--- config.mk ---
export PLATFORM = sky130hd
export DESIGN_NAME = mme_ram
export DESIGN_NICKNAME = d
export VERILOG_FILES = /design/src/sv/matrix_multiply_engine_top_defines.svh /design/src/sv/mme_ram.sv
export SDC_FILE = /design/constraint.sdc
export NUM_CORES = 2
export LEC_CHECK = 0
export BUFFER_PORTS_ARGS = -buffer_cell sky130_fd_sc_hd__buf_4
export CAP_MARGIN = 20
export CORE_UTILIZATION = 57
export CTS_BUF_LIST = sky130_fd_sc_hd__clkbuf_4
export DETAILED_ROUTE_END_ITERATION = 7
export MAX_ROUTING_LAYER = met4
export PLACE_DENSITY = 0.76
export SYNTH_ARGS = -nofsm -noshare
export SYNTH_HDL_FRONTEND = slang
export SYNTH_SLANG_ARGS = --single-unit
--- constraint.sdc ---
create_clock -name clk_i -period 2.25 [get_ports clk_i]
set_clock_uncertainty 0.15 [all_clocks]
set_input_delay 0 -clock clk_i [delete_from_list [all_inputs] [get_ports clk_i]]
set_output_delay 0 -clock clk_i [all_outputs]
set_load 0.02 [all_outputs]
--- src/sv/matrix_multiply_engine_top_defines.svh ---
// ----------------------------------------------------------------------------
// matrix_multiply_engine_top_defines
// assertion macros shared by the matrix multiply engine
// ----------------------------------------------------------------------------
`ifndef MATRIX_MULTIPLY_ENGINE_TOP_DEFINES_SVH
`define MATRIX_MULTIPLY_ENGINE_TOP_DEFINES_SVH

// checked on every clock edge outside reset
`define MME_ASSERT_CLK(lbl, prop, msg) \
  lbl: assert property (@(posedge clk_i) disable iff (!rst_ni) prop) else $error(msg);

// checked on every clock edge, reset included
`define MME_ASSERT_ANY(lbl, prop, msg) \
  lbl: assert property (@(posedge clk_i) prop) else $error(msg);

`endif

--- src/sv/mme_ram.sv ---
// ----------------------------------------------------------------------------
// mme_ram
// generic single write port ram with registered read
// ----------------------------------------------------------------------------
`default_nettype none

module mme_ram #(
  parameter int unsigned WIDTH = 16,
  parameter int unsigned DEPTH = 256
) (
  input  wire logic                     clk_i,
  input  wire logic                     we_i,
  input  wire logic [$clog2(DEPTH)-1:0] waddr_i,
  input  wire logic [WIDTH-1:0]         wdata_i,
  input  wire logic                     re_i,
  input  wire logic [$clog2(DEPTH)-1:0] raddr_i,
  output logic      [WIDTH-1:0]         rdata_o
);

  logic [WIDTH-1:0] mem_q [DEPTH];
  logic [WIDTH-1:0] rdata_q;

  always_ff @(posedge clk_i) begin
    if (we_i) begin
      mem_q[waddr_i] <= wdata_i;
    end
    if (re_i) begin
      rdata_q <= mem_q[raddr_i];
    end
  end

  assign rdata_o = rdata_q;

endmodule

`default_nettype wire

==> results_dict.tcl <==
set metrics [dict create \
    start_util_pct 57.4 \
    clock_latency_ps 1510 \
    syn_area_sq_um 159000 \
    grt_max_degree 137 \
    dieArea_sq_um 281000 \
    antenna_found_initial 16 \
    p_total_mw 152 \
    cp.required_ps 3250 \
    overflow 0 \
    ff2ff_path_depth 5 \
    clk_root_buffer_cell "clkbuf_4" \
    htree_levels 6 \
    dr.pass1.iters 5 \
    arrival_ps 3830 \
    clockBufferDepth 4 \
    clk_pin_slew_worst_paths_ps 80 \
    finalCritPeriodShare_pct 126 \
    rsz0062_at_grt "true" \
    pwr_density_cell_nw_per_um2 815 \
    die_h_microns 530 \
    synth_edf_count 4112 \
    routed_wl_mm 421 \
    hold-path-cell-count 9 \
    violations "setup timing" \
    ioPinCount 51 \
    yosys_warnings 0 \
    drc 0 \
    drt_iter0_drc 11695 \
    p_leak_nw 61.8 \
    cap_violations 0 \
    globalplace.congestion 0.959 \
    worstHoldStart "raddr_i[1]" \
    rows 193 \
    post_drt_wl_per_cell_microns 31.2 \
    fin_ws_ps -586 \
    area_growth_pct 17.2 \
    met3_length_mm 50.2 \
    design_area_sq_um 186000 \
    met2_length_mm 201 \
    worst_path_largest_cell_delay_ps 550 \
    cts_inserted_buffers 951 \
    outcome "finished, violations left" \
    avgSynthCellArea_sq_um 21.6 \
    cp_max_fo 1 \
    synth-seq-cells 4112 \
    tightestPinTransition_ps 1030 \
    synth_cell_types 51 \
    yosysSeqAreaShare_pct 77.7 \
    syn_nets 7395 \
    holdPathEnd "rdata_o[11]" \
    grt_pass1_vias 87160 \
    port_buffers 50 \
    cts_tree "built" \
    ys.flop_type "edfxtp_1" \
    critical_path_class "reg2reg" \
    critPathSlowestCell "mux4_2" \
    top_layer "met4" \
    synth_cells 7360 \
    finalSetupViolations 173 \
    layout.nets 9079 \
    numClockSinks 4112 \
    final_common_cell "edfxtp_1" \
    drv_slew 0 \
    path_cells "mux4_2, mux4_2, a22o_4, o32ai_4, nor4_2" \
    startpoint_type "flip-flop" \
    fmax_mhz 353 \
    r2r_end "rdata_o[4]" \
    grt_pass1_wl_mm 601 \
    slew_headroom_pct 31.5 \
    fp.dieW_microns 530 \
    peakVddDrop_v 0.000532 \
    synthArstFlopShare_pct 0 \
    core_sq_um 277000 \
    vias_per_cell 6.41 \
    track_usage_pct 31.1 \
    r2r-start "mem_q[31][4]" \
    layout-drive-gt1-share_pct 36.1 \
    vias 86661 \
    crit_top_cell "mux4_2" \
    placed_area_sq_um 172000 \
    wirelength_met1_mm 150 \
    final.fill_count 17088 \
    finalHoldViolCount 0 \
    setup_tns_ps -12830 \
    final_cell_mix "edfxtp_1, clkbuf_4, buf_4" \
    r2r_slack_ps -590 \
    end_kind "flip-flop" \
    drtAntennaViolNets 0 \
    hpwlAfterDp_mm 259 \
    hp-class "in2reg" \
    hold_ws_ps 41.3 \
    fin_crit_ps 2840 \
]
[synthesized netlist by cell type (9+ instances only)]
master | count | area share, %
edfxtp_1 | 4112 | 78
mux4_2 | 797 | 11
mux2i_1 | 565 | 3.6
nor2_1 | 304 | 0.72
o221ai_1 | 252 | 1.4
clkbuf_1 | 230 | 0.54
a21oi_1 | 175 | 0.55
o22ai_1 | 148 | 0.58
nor3_1 | 92 | 0.29
mux2_2 | 88 | 0.62
buf_6 | 77 | 0.55
buf_2 | 76 | 0.24
a22oi_1 | 43 | 0.20
nand2_1 | 38 | 0.090
o21ai_0 | 37 | 0.12
nand3_1 | 35 | 0.11
a22o_1 | 32 | 0.18
a221oi_1 | 28 | 0.15
buf_1 | 27 | 0.064
buf_4 | 26 | 0.12
nand4_1 | 26 | 0.10
o32ai_1 | 20 | 0.11
a211oi_1 | 18 | 0.085
nor4_1 | 17 | 0.067
o31ai_1 | 16 | 0.076
and3_1 | 11 | 0.043
buf_8 | 11 | 0.10
nor2b_1 | 9 | 0.035
[layer usage]
| metal | vias up | global-route usage, % |
|---|---|---|
| li1 | 35412 | - |
| met1 | 44182 | 40.6 |
| met2 | 6152 | 47.3 |
| met3 | 915 | 6.76 |
| met4 | 0 | 13.9 |
| met5 | - | - |
[cell families (layout without fill, tap and decap cells)]
logic type | count (synthesis) | count (layout) | share of synthesized area [%]
mux | 1450 | 1450 | 15.5
buf+inv | 456 | 2888 | 1.69
other cells | 0 | 13 | 0
compound gates | 786 | 786 | 3.53
flops | 4112 | 4112 | 77.7
simple gates | 556 | 556 | 1.57
[cell type report]
cell class | count | area [sq um] | area share [%]
Inverter | 4 | 27.5 | 0.0148
Clock inverter | 361 | 1940 | 1.04
Tap cell | 3705 | 4640 | 2.49
Sequential cell | 4112 | 123000 | 66.3
Antenna cell | 13 | 32.5 | 0.0175
Multi-Input combinational cell | 2792 | 33500 | 18.0
Timing Repair Buffer | 1183 | 12500 | 6.72
Clock buffer | 1340 | 10100 | 5.40
[report_power, final]
group	internal (mW)	switching (mW)
logic	3.71	5.63
registers	84.4	0.133
clock network	29.0	29.0
[sequential cells by signal, summed over array words and instances (netlist names)]
signal	count
mem_q	4096
rdata_o	16
[how the worst max path moves through the flow]
stage	from	endpoint	slack, ps	depth (start not counted)
floorplan	waddr_i[3]	mem_q[235][0]	-70	6
global placement	raddr_i[0]	rdata_o[9]	-1320	12
detailed placement	raddr_i[0]	rdata_o[9]	-1370	12
CTS	mem_q[31][4]	rdata_o[4]	-600	5
global route	mem_q[30][12]	rdata_o[12]	-580	6
finish	mem_q[31][4]	rdata_o[4]	-590	5
[timing repair]
action / CTS / global route
gates cloned: 0 / 1
setup endpoints to repair: 32 / 1443
endpoints found under the hold margin: 8224 / 257
setup buffers: 0 / 1
resized for setup: 104 / 49
hold buffers: 108 / 2
pin swaps: 26 / 26
[critical path, delay by kind of cell, from the launching register on]
family	cells	cell delay [ps]
flip-flops	1	380
AND/OR/NAND/NOR	1	90
AO/OA/AOI/OAI	2	790
multiplexers	2	1060
[per-stage QoR]
stage	instances	worst slack [ps]	utilization (%)
6_report	13510	-586	67.3
5_1_grt	13508	-579	67.3
4_1_cts	13496	-604	67.2
3_5_place_dp	11688	-1370	62.2
3_3_place_gp	11688	-1320	62.2
2_1_floorplan	7360	-65.0	-
Note: power is estimated with default switching activity, not from simulation.
