[src/sv/matrix_multiply_engine_top_defines.svh]
// ----------------------------------------------------------------------------
// matrix_multiply_engine_top_defines
// assertion macros shared by the matrix multiply engine
// ----------------------------------------------------------------------------
`ifndef MATRIX_MULTIPLY_ENGINE_TOP_DEFINES_SVH
`define MATRIX_MULTIPLY_ENGINE_TOP_DEFINES_SVH

// checked on every clock edge outside reset
`define MME_ASSERT_CLK(lbl, prop, msg) \
  lbl: assert property (@(posedge clk_i) disable iff (!rst_ni) prop) else $error(msg);

// checked on every clock edge, reset included
`define MME_ASSERT_ANY(lbl, prop, msg) \
  lbl: assert property (@(posedge clk_i) prop) else $error(msg);

`endif

[src/sv/mme_pkg.sv]
// ----------------------------------------------------------------------------
// mme_pkg
// shared types and constants of the matrix multiply engine
// ----------------------------------------------------------------------------
`default_nettype none

package mme_pkg;

  localparam int unsigned MME_MAX_DIM = 16;
  localparam int unsigned ELEM_W      = 16;
  localparam int unsigned PROD_W      = 32;
  localparam int unsigned REG_W       = 5;
  localparam int unsigned CFG_IDX_W   = 2;
  localparam int unsigned OUT_IDX_W   = 4;

  localparam logic [PROD_W-1:0] SAT_MAX = {1'b0, {(PROD_W-1){1'b1}}};
  localparam logic [PROD_W-1:0] SAT_MIN = {1'b1, {(PROD_W-1){1'b0}}};

  typedef enum logic [CFG_IDX_W-1:0] {
    CFG_ROWS_A    = 2'd0,
    CFG_INNER_LEN = 2'd1,
    CFG_COLS_B    = 2'd2
  } cfg_idx_e;

  typedef enum logic {
    OP_LOAD   = 1'b0,
    OP_STREAM = 1'b1
  } op_e;

  typedef enum logic [2:0] {
    S_CLEAR,
    S_IDLE,
    S_ISSUE,
    S_DRAIN,
    S_EMIT
  } state_e;

  typedef struct packed {
    logic clr;
    logic capture;
    logic shift;
  } cell_ctrl_t;

endpackage

`default_nettype wire

[src/sv/mme_cell.sv]
// ----------------------------------------------------------------------------
// mme_cell
// one column cell: accumulates the products tagged with its column, passes
// other products on, and shifts captured sums toward the output end
// ----------------------------------------------------------------------------
`default_nettype none

module mme_cell
  import mme_pkg::*;
#(
  parameter int unsigned MAX_DIM = MME_MAX_DIM,
  parameter int unsigned IDX     = 0
) (
  input  wire logic                                  clk_i,
  input  wire logic                                  rst_ni,
  input  wire cell_ctrl_t                            ctrl_i,
  input  wire logic                                  tok_vld_i,
  input  wire logic        [$clog2(MAX_DIM)-1:0]     tok_col_i,
  input  wire logic signed [PROD_W-1:0]              tok_prod_i,
  output logic                                       tok_vld_o,
  output logic             [$clog2(MAX_DIM)-1:0]     tok_col_o,
  output logic signed      [PROD_W-1:0]              tok_prod_o,
  input  wire logic signed [33+$clog2(MAX_DIM)-1:0]  shadow_i,
  output logic signed      [33+$clog2(MAX_DIM)-1:0]  shadow_o
);

  localparam int unsigned COL_W = $clog2(MAX_DIM);
  localparam int unsigned ACC_W = 33 + $clog2(MAX_DIM);

  logic                     hit;
  logic                     tok_vld_q;
  logic        [COL_W-1:0]  tok_col_q;
  logic signed [PROD_W-1:0] tok_prod_q;
  logic signed [ACC_W-1:0]  acc_q, acc_d;
  logic signed [ACC_W-1:0]  shadow_q;

  assign hit = tok_vld_i && (tok_col_i == COL_W'(IDX));

  always_comb begin
    acc_d = acc_q;
    if (ctrl_i.clr || ctrl_i.capture) begin
      acc_d = '0;
    end else if (hit) begin
      acc_d = acc_q + ACC_W'(tok_prod_i);
    end
  end

  always_ff @(posedge clk_i or negedge rst_ni) begin
    if (!rst_ni) begin
      tok_vld_q <= 1'b0;
      acc_q     <= '0;
    end else begin
      tok_vld_q <= tok_vld_i && !hit;
      acc_q     <= acc_d;
    end
  end

  always_ff @(posedge clk_i) begin
    tok_col_q  <= tok_col_i;
    tok_prod_q <= tok_prod_i;
    if (ctrl_i.capture) begin
      shadow_q <= acc_q;
    end else if (ctrl_i.shift) begin
      shadow_q <= shadow_i;
    end
  end

  assign tok_vld_o  = tok_vld_q;
  assign tok_col_o  = tok_col_q;
  assign tok_prod_o = tok_prod_q;
  assign shadow_o   = shadow_q;

endmodule

`default_nettype wire

[config.mk]
export PLATFORM = sky130hd
export DESIGN_NAME = mme_cell
export DESIGN_NICKNAME = d
export VERILOG_FILES = /design/src/sv/matrix_multiply_engine_top_defines.svh /design/src/sv/mme_pkg.sv /design/src/sv/mme_cell.sv
export SDC_FILE = /design/constraint.sdc
export NUM_CORES = 1
export LEC_CHECK = 0
export BUFFER_PORTS_ARGS = -buffer_cell sky130_fd_sc_hd__buf_2
export CAP_MARGIN = 20
export CELL_PAD_IN_SITES_DETAIL_PLACEMENT = 0
export CELL_PAD_IN_SITES_GLOBAL_PLACEMENT = 1
export CORE_ASPECT_RATIO = 1.1
export CORE_MARGIN = 2
export CORE_UTILIZATION = 37
export CTS_CLUSTER_DIAMETER = 200
export DETAILED_ROUTE_END_ITERATION = 12
export PLACE_DENSITY = 0.82
export RECOVER_POWER = 25
export SLEW_MARGIN = 5
export SYNTH_ARGS = -nofsm -noshare
export SYNTH_HDL_FRONTEND = slang
export SYNTH_SLANG_ARGS = --single-unit
export TNS_END_PERCENT = 1
[constraint.sdc]
create_clock -name clk_i -period 2.4 [get_ports clk_i]
set_input_delay 0.12 -clock clk_i [delete_from_list [all_inputs] [get_ports clk_i]]
set_output_delay 0.12 -clock clk_i [all_outputs]
set_load 0.02 [all_outputs]
==> out/results.tsv, run 1 <==
metric	value	unit
status	complete, but fails checks	
failing checks	negative hold slack, negative setup slack	
drt first-iter violations	187	
FF-to-FF setup slack	-0.03	ns
Via-to-Cell Ratio	5.10	
Slew Limit Fails	0	
Clock Sinks	111	
distinct cell type count after synthesis	71	
global route overflow	0	
Hold Crit Start	tok_prod_i[0]	
synthesized netlist cell count	602	
fraction of registers with async set/reset	34.2	%
# fillers	1543	
Main synth FF type	dfrtp_1	
largest vdd supply drop	0.383	mV
Leakage	0.00366	uW
CTS Buf Count	9	
CTS tree	yes	
number of global-route vias before repair	5435	
number of flops mapped to enable cells by yosys	37	
FMAX	412	MHz
Req. time, crit path	2.71	ns
initial antenna violation count	2	
kind of cell adding the most delay to the critical path	compound AO/OA/AOI/OAI gates	
Pint	3030	uW
DRT Pass-1 Iters	5	
Hold Crit Class	in2reg	
max_cap viols	0	
Routed WL	16900	um
Clock Skew	0.0134	ns
DIE AREA	17500	sq um
NetSw	1170	uW
Critical Path Max Stage Delay	0.38	ns
placed cells	989	
Post-Synth XOR/XNOR Area	3.17	%
crit path time final	2.43	ns
share of power burned in registers	49.0	%
CTS root buffer	clkbuf_16	
Worst R2R Start	acc_q[13]	
Sw Share	27.8	%
Synth area leaders	edfxtp_1 18%, dfrtp_1 16%, dfxtp_1 12%	
Core Region	16200	sq um
CTS H-tree lvls	3	
port bufs	152	
R2R depth	9	
setup ws final	-0.0291	ns
vias	5324	
Hold Path Cell Cnt	1	
largest net degree at the start of global routing	39	
starting density of the core	37.5	%
leading area contributor after synthesis	edfxtp_1	
register area share after synthesis	45.7	%
DRC violations left	0	
Slew HR	27.0	%
Worst-Margin Slew	1.09	ns
Synth top area share	18.3	%
Area Overhead vs Synth	34.2	%
share of cells above drive strength 1	34.2	%
period utilization	101	%
worst-case clock buffer depth	2	
Comb pwr share	15.2	%
Finished Layout Cells	1043	
WHS	-0.113	ns
Buf/Inv on CP	0	
post-layout total power	4200	uW
Avg Cell Area, Syn	10.1	sq um
Hold Path End	tok_prod_o[0]	
Post-Synth Adder-Cell Area	7.73	%
post-route ant nets	0	
die extent in y	139	um
Final Hold Vio Count	1	
Synth Register Bits	111	
largest family of logic cells by synthesized area	compound AO/OA/AOI/OAI gates	
first-pass GRT wire length	27100	um
Post-DP HPWL	12300	um
final setup vio count	3	
row cnt	49	
Clock power frac	35.8	%
GPL Wtd Cong	0.871	
post-synthesis compound-gate area fraction	17.0	%
Worst Path Arrival	2.74	ns
gr usage total	19.3	%
Max FO, Critical Path	4	
synth warn	0	
Chip Width	126	um
RR Endpoint	acc_q[36]	
syn_nets	718	
PwrDens	514	nW/um^2
# IOs	153	
Simple-Gate Fraction of Synth Area	15.5	%
CP max-delay cell	dfrtp_1	
RSZ-0062 raised after global routing	yes	
critical path, cell by cell	ha_1, a21o_1, a21oi_1, o311ai_1, a31o_2, a21oi_4, nand2b_4, mux2_2, nand3_1	
CP Launch Type	flop	
Clock Latency Late Sink	0.37	ns
Avg WL per Cell	16.2	um
CTS clk-pin slew, worst paths	0.08	ns
Mapped Area	6090	sq um
Nets	948	
multiplexer share of the synthesized area	7.19	%
kind of end point of the critical path	flop	
CP Class	reg2reg	
CTS Hold Bufs	35	
[cell usage in the layout, fill, tap and decap left out, types with 6 or more instances in the layout]
cell and count:
buf_4 65, nand2_1 68, nor3_1 8, ha_1 26, a21o_1 14, clkbuf_16 9, mux2_2 38, edfxtp_1 37
xnor2_1 16, o21ai_1 7, buf_2 119, o21bai_1 7, dfrtp_1 38, o211ai_1 7, a21oi_1 43, dfxtp_1 36
o21a_1 9, clkbuf_1 34, nand4_1 17, nand3_1 29, nor2_1 32, dlygate4sd3_1 35, inv_1 13, ha_2 8
o21ai_0 20, a31oi_1 6, xor2_1 6
[power by group through the flow]
stage / clock network, uW / registers [uW] / logic, uW
global route: 1600 / 2070 / 691
detailed placement: 0 / 2100 / 594
floorplan: 0 / 2210 / 224
finish: 1500 / 2060 / 637
global placement: 0 / 2090 / 591
CTS: 1540 / 2060 / 643
[routing by layer]
metal	track usage [%]	routed length (um)	vias up
li1	-	-	2670
met1	24.6	7480	2504
met2	33.8	8470	130
met3	2.83	725	20
met4	5.90	269	0
met5	0	0	-
[per-stage QoR]
step           setup TNS, ns  setup WS, ns  util [%]  cell area [sq um]
2_1_floorplan              0        0.0288         -               6090
3_3_place_gp          -0.347        -0.127      45.8               7430
3_5_place_dp          -0.649        -0.161      45.8               7430
4_1_cts              -0.0924       -0.0843      49.9               8110
5_1_grt                -1.00        -0.140      50.3               8170
6_report             -0.0425       -0.0291      50.3               8170
[flip-flops by register name (all words and copies together), names as in the netlist]
register    count
acc_q          37
tok_prod_o     32
tok_vld_o       1
shadow_o       37
tok_col_o       4
[area by class of cell]
class | count | area, sq um | area share (%)
timing repair buffer | 255 | 1580 | 19.3
clock inverter | 7 | 61.3 | 0.751
antenna | 2 | 5.00 | 0.0613
sequential | 111 | 2780 | 34.1
multi-input combinational | 441 | 3210 | 39.3
tap | 204 | 255 | 3.13
clock buffer | 9 | 225 | 2.76
inverter | 14 | 52.6 | 0.643
[how the worst max path moves through the flow]
stage          cells past startpoint         to  startpoint  slack, ns
2_1_floorplan                     10  acc_q[34]    acc_q[0]       0.03
3_3_place_gp                      10  acc_q[34]    acc_q[0]      -0.13
3_5_place_dp                      10  acc_q[34]    acc_q[0]      -0.16
4_1_cts                           10  acc_q[34]    acc_q[0]      -0.08
5_1_grt                           11  acc_q[34]    acc_q[0]      -0.14
6_report                           9  acc_q[36]   acc_q[13]      -0.03
[synth_stat cells (3+ instances only)]
library cell and instances:
nor2_1 33, a311o_1 3, nand4_1 17, or2_2 4, nand2_1 68, o21a_1 9
a31oi_1 8, nor4_1 5, buf_4 3, o21ai_0 25, a21o_1 14, inv_1 14
a21oi_1 47, or2_1 3, xnor2_1 16, xor2_1 6, nor3_1 9, nor2b_1 4
dfrtp_1 38, o211ai_1 7, mux2_2 38, buf_2 8, clkbuf_1 21, nand3_1 29
o21ai_1 4, o21bai_1 7, edfxtp_1 37, ha_1 36, dfxtp_1 36
[repair_timing]
| item | 4_1_cts | 5_1_grt |
|---|---|---|
| hold endpoints to repair | 73 | 1 |
| resized for setup | 10 | 25 |
| cloned | 0 | 0 |
| setup endpoints to repair | 11 | 20 |
| pin swaps | 4 | 7 |
| buffers inserted | 0 | 1 |
[kinds of logic (layout without fill, tap and decap cells)]
family          count (synthesis)  after routing
compound gates                153            153
mux                            39             39
xor+xnor                       22             22
simple gates                  190            190
buf+inv                        50            285
flops                         111            111
other cells                     0              2
fa+ha+maj                      37             37
(Power assumes the default switching activity.)
==> inputs of run 2 (changes only) <==
- BUFFER_PORTS_ARGS: -buffer_cell sky130_fd_sc_hd__buf_2 -> -buffer_cell sky130_fd_sc_hd__buf_4
==> run 2 against run 1 <==
Against the previous run:
- the run ends with negative setup slack left
- non-clock buffer count fell by 3
- die area did not move
- count of clock-buffer cells in the layout rose by 1
- sequential power barely moved
- cell area rose by 3.4%
- wire length rose by 7.0%
- largest power group unchanged
==> out/results.tsv, run 2 (synthesis gave the netlist of run 1 again) <==
metric	value	unit
Core Region	16200	sq um
Comb pwr share	16.4	%
DRT Pass-1 Iters	4	
post-layout total power	4340	uW
final setup vio count	4	
drt first-iter violations	270	
Pint	3220	uW
number of global-route vias before repair	5665	
GPL Wtd Cong	0.912	
CTS clk-pin slew, worst paths	0.07	ns
Clock Skew	0.0107	ns
first-pass GRT wire length	28900	um
# fillers	1486	
Area Overhead vs Synth	38.7	%
largest vdd supply drop	0.314	mV
status	complete, but fails checks	
row cnt	49	
number of setup buffers added after CTS	0	
Post-DP HPWL	13400	um
sequential cell area	2780	sq um
Nets	945	
Worst R2R Start	acc_q[14]	
global route overflow	0	
Finished Layout Cells	1038	
DIE AREA	17500	sq um
Clock power frac	36.1	%
Critical Path End	acc_q[36]	
period utilization	102	%
max_cap viols	0	
Max FO, Critical Path	7	
die extent in y	139	um
Final Hold Vio Count	0	
Hold Crit Start	tok_vld_i	
# IOs	153	
Sw Share	25.9	%
RSZ-0062 raised after global routing	yes	
port bufs	152	
gr usage total	20.8	%
starting density of the core	37.5	%
Chip Width	126	um
most common cell after layout, fill and taps aside	buf_4	
share of cells above drive strength 1	33.1	%
most frequent cells in the layout	179 x buf_4, 68 x nand2_1, 43 x a21oi_1, 38 x mux2_2, 38 x dfrtp_1	
initial antenna violation count	0	
Clock Latency Late Sink	0.36	ns
Worst-Margin Slew	1.13	ns
crit path time final	2.44	ns
largest net degree at the start of global routing	39	
kind of end point of the critical path	flop	
area occupied by multi-input gates	3150	sq um
placed cells	985	
vias	5432	
CP Class	reg2reg	
R2R depth	9	
Slew HR	24.9	%
post-route ant nets	0	
Leakage	0.00378	uW
Worst Path Arrival	2.74	ns
Hold Crit Class	in2reg	
CTS tree	yes	
CP Launch Type	flop	
CTS root buffer	clkbuf_16	
Worst Setup SP	acc_q[14]	
Slew Limit Fails	0	
Req. time, crit path	2.70	ns
NetSw	1130	uW
Antenna Cells	0	
Routed WL	18100	um
Core Util, Final	52.0	%
failing checks	negative setup slack	
worst-case clock buffer depth	2	
PwrDens	514	nW/um^2
Via-to-Cell Ratio	5.23	
CTS Buf Count	9	
Setup WS pre-CTS	-0.183	ns
FF-to-FF setup slack	-0.04	ns
CTS H-tree lvls	3	
DRC violations left	0	
share of power burned in registers	47.5	%
setup ws final	-0.0402	ns
RR Endpoint	acc_q[36]	
FMAX	410	MHz
Avg WL per Cell	17.5	um
Clock Sinks	111	
## run 2: changes by cell type in the layout (fill, tap and decap cells not counted), sizes merged
cell and change:
clkbuf +1, buf -5, bufinv +1, clkinvlp -1
clkinv +3, diode -2, inv -4, dlygate4sd3 +2
## run 2: worst min path at each step
stage,end,cells past startpoint
finish,tok_vld_o,2
global route,tok_vld_o,2
CTS,tok_vld_o,2
detailed placement,acc_q[3],1
global placement,acc_q[3],1
floorplan,acc_q[0],0
## run 2: routing by layer
layer  global-route usage [%]  routed length [um]  share of wire, %
met2                     37.1                9330                51
met1                     25.9                7780                43
met3                     3.21                 714               3.9
met4                     6.07                 304               1.7
met5                        0                   0                 0
## run 2: cell type report
cell class,instances,share of cell area [%]
Multi-Input combinational cell,441,37.3
Sequential cell,111,33.0
Timing Repair Buffer,252,22.5
Tap cell,204,3.02
Clock buffer,10,2.83
Clock inverter,6,0.815
Inverter,14,0.622
## run 2: timing repair
item / in CTS / in global routing
endpoints found under the setup margin: 13 / 21
pin swaps: 7 / 4
endpoints found under the hold margin: 74 / 0
hold buffers: 37 / 0
resized for setup: 5 / 15
## run 2: metrics by stage
step	instance area (sq um)	TNS (ns)	hold WS [ns]
6_report	8440	-0.109	0.0426
2_1_floorplan	6090	0	-0.176
3_5_place_dp	7800	-0.693	0.161
4_1_cts	8490	-0.152	0.0398
3_3_place_gp	7800	-0.364	0.151
5_1_grt	8440	-1.60	0.0377
## run 2: critical path, cell delays in order, from the launching register on
cell,delay [ns]
dfrtp_1,0.39
ha_1,0.41
buf_4,0.20
a21oi_1,0.17
o311ai_1,0.12
a31o_2,0.28
a21oi_4,0.21
nand2b_1,0.19
mux2_2,0.34
nand3_1,0.08
## run 2: power by group through the flow
stage	Sequential (uW)	Combinational, uW	Clock [uW]
after floorplan	2210	224	0
after CTS	2060	729	1600
after global routing	2070	762	1680
final	2060	710	1570
after global placement	2100	668	0
after detailed placement	2110	678	0
==> inputs of run 3 (changes only) <==
- RECOVER_POWER: 25 -> unset
==> run 3 against run 2 <==
Against the previous run:
- the flow still finishes with violations (negative setup slack)
- non-clock buffer count is the same
- sequential share of layout area shrank 0.39 points
- core utilization grew 0.62 points
- via count is essentially flat
- clock skew is essentially flat
- combinational power grew 3%
==> out/results.tsv, run 3 (synthesis gave the netlist of run 1 again) <==
metric	value	unit
placed cells	985	
Critical Path Max Stage Delay	0.41	ns
DRC violations left	0	
Hold Path Cell Cnt	2	
Final Hold Vio Count	0	
setup ws final	-0.0566	ns
largest vdd supply drop	0.316	mV
Slew HR	47.3	%
first-pass GRT wire length	28900	um
most common cell after layout, fill and taps aside	buf_4	
Hold Crit Start	tok_vld_i	
number of global-route vias before repair	5665	
share of cells above drive strength 1	36.2	%
FF-to-FF setup slack	-0.06	ns
Chip Width	126	um
CTS tree	yes	
Avg WL per Cell	17.5	um
critical path, cell by cell	ha_1, buf_4, a21oi_1, o311ai_1, a31o_2, a21oi_4, nand2b_1, mux2_2, nand3_1	
global route overflow	0	
initial antenna violation count	0	
row cnt	49	
Hold Crit Class	in2reg	
most frequent cells in the layout	214 x buf_4, 68 x nand2_1, 43 x a21oi_1, 38 x mux2_2, 38 x dfrtp_1	
Routed WL	18200	um
Max FO, Critical Path	7	
CTS clk-pin slew, worst paths	0.08	ns
CP Class	reg2reg	
Clock Skew	0.0108	ns
largest net degree at the start of global routing	39	
RR Endpoint	acc_q[36]	
gr usage total	20.8	%
Clock Sinks	111	
GPL Wtd Cong	0.912	
Antenna Cells	0	
max_cap viols	0	
die extent in y	139	um
Nets	945	
CP Launch Type	flop	
starting density of the core	37.5	%
Buf/Inv on CP	1	
R2R depth	9	
Slew Limit Fails	0	
WHS	0.0334	ns
kind of cell adding the most delay to the critical path	compound AO/OA/AOI/OAI gates	
Clock Latency Late Sink	0.36	ns
Finished Layout Cells	1038	
Via-to-Cell Ratio	5.24	
Leakage	0.00388	uW
period utilization	102	%
kind of end point of the critical path	flop	
DIE AREA	17500	sq um
RSZ-0062 raised after global routing	yes	
worst-case clock buffer depth	2	
Area Overhead vs Synth	40.3	%
CP max-delay cell	ha_1	
Post-DP HPWL	13400	um
Hold Path End	tok_vld_o	
crit path time final	2.46	ns
final setup vio count	4	
PwrDens	511	nW/um^2
drt first-iter violations	274	
Worst Path Arrival	2.75	ns
# fillers	1458	
vias	5437	
port bufs	152	
# IOs	153	
Worst R2R Start	acc_q[14]	
CTS H-tree lvls	3	
Core Region	16200	sq um
DRT Pass-1 Iters	4	
failing checks	negative setup slack	
CTS root buffer	clkbuf_16	
post-route ant nets	0	
FMAX	407	MHz
Worst-Margin Slew	0.787	ns
Req. time, crit path	2.70	ns
status	complete, but fails checks	
CTS Buf Count	9	
==> run 3: what timing repair did <==
action | CTS | global route
gates resized for setup | 5 | 15
setup endpoints to repair | 13 | 21
pin swaps | 7 | 4
setup buffers | 0 | 0
hold endpoints to repair | 74 | 0
hold buffers | 37 | 0
==> run 3: layout make-up <==
type	count	area (sq um)	area share, %
sequential	111	2780	32.6
clock inverter	6	68.8	0.806
multi-input combinational	441	3150	36.8
inverter	14	52.6	0.615
clock buffer	10	239	2.80
timing repair buffer	252	2000	23.4
tap	204	255	2.99
==> run 3: stage by stage <==
| stage | util, % | power [uW] | setup slack (ns) | area, sq um | TNS, ns |
|---|---|---|---|---|---|
| finish | 52.6 | 4360 | -0.0566 | 8540 | -0.129 |
| global placement | 48.0 | 2770 | -0.120 | 7800 | -0.364 |
| detailed placement | 48.0 | 2780 | -0.183 | 7800 | -0.693 |
| global route | 52.6 | 4530 | -0.215 | 8540 | -1.59 |
| floorplan | - | 2430 | 0.0288 | 6090 | 0 |
| CTS | 52.3 | 4400 | -0.0566 | 8490 | -0.152 |
==> run 3: how the worst max path moves through the flow <==
stage	startpoint	endpoint	slack [ns]	depth (start not counted)
global placement	acc_q[0]	acc_q[34]	-0.12	10
CTS	acc_q[0]	acc_q[34]	-0.06	11
global route	acc_q[7]	acc_q[21]	-0.22	10
finish	acc_q[14]	acc_q[36]	-0.06	9
detailed placement	acc_q[0]	acc_q[34]	-0.18	10
floorplan	acc_q[0]	acc_q[34]	0.03	10
==> run 3: metal layers <==
metal,track usage (%),routed length [um],up-vias
li1,-,-,2660
met1,25.9,7770,2617
met2,37.1,9340,140
met3,3.21,766,20
met4,6.07,317,0
met5,0,0,-
==> run 3: where the power goes <==
group	total [uW]	switching, uW	internal [uW]
Clock	1570	726	845
Combinational	730	377	353
Sequential	2060	26.3	2040
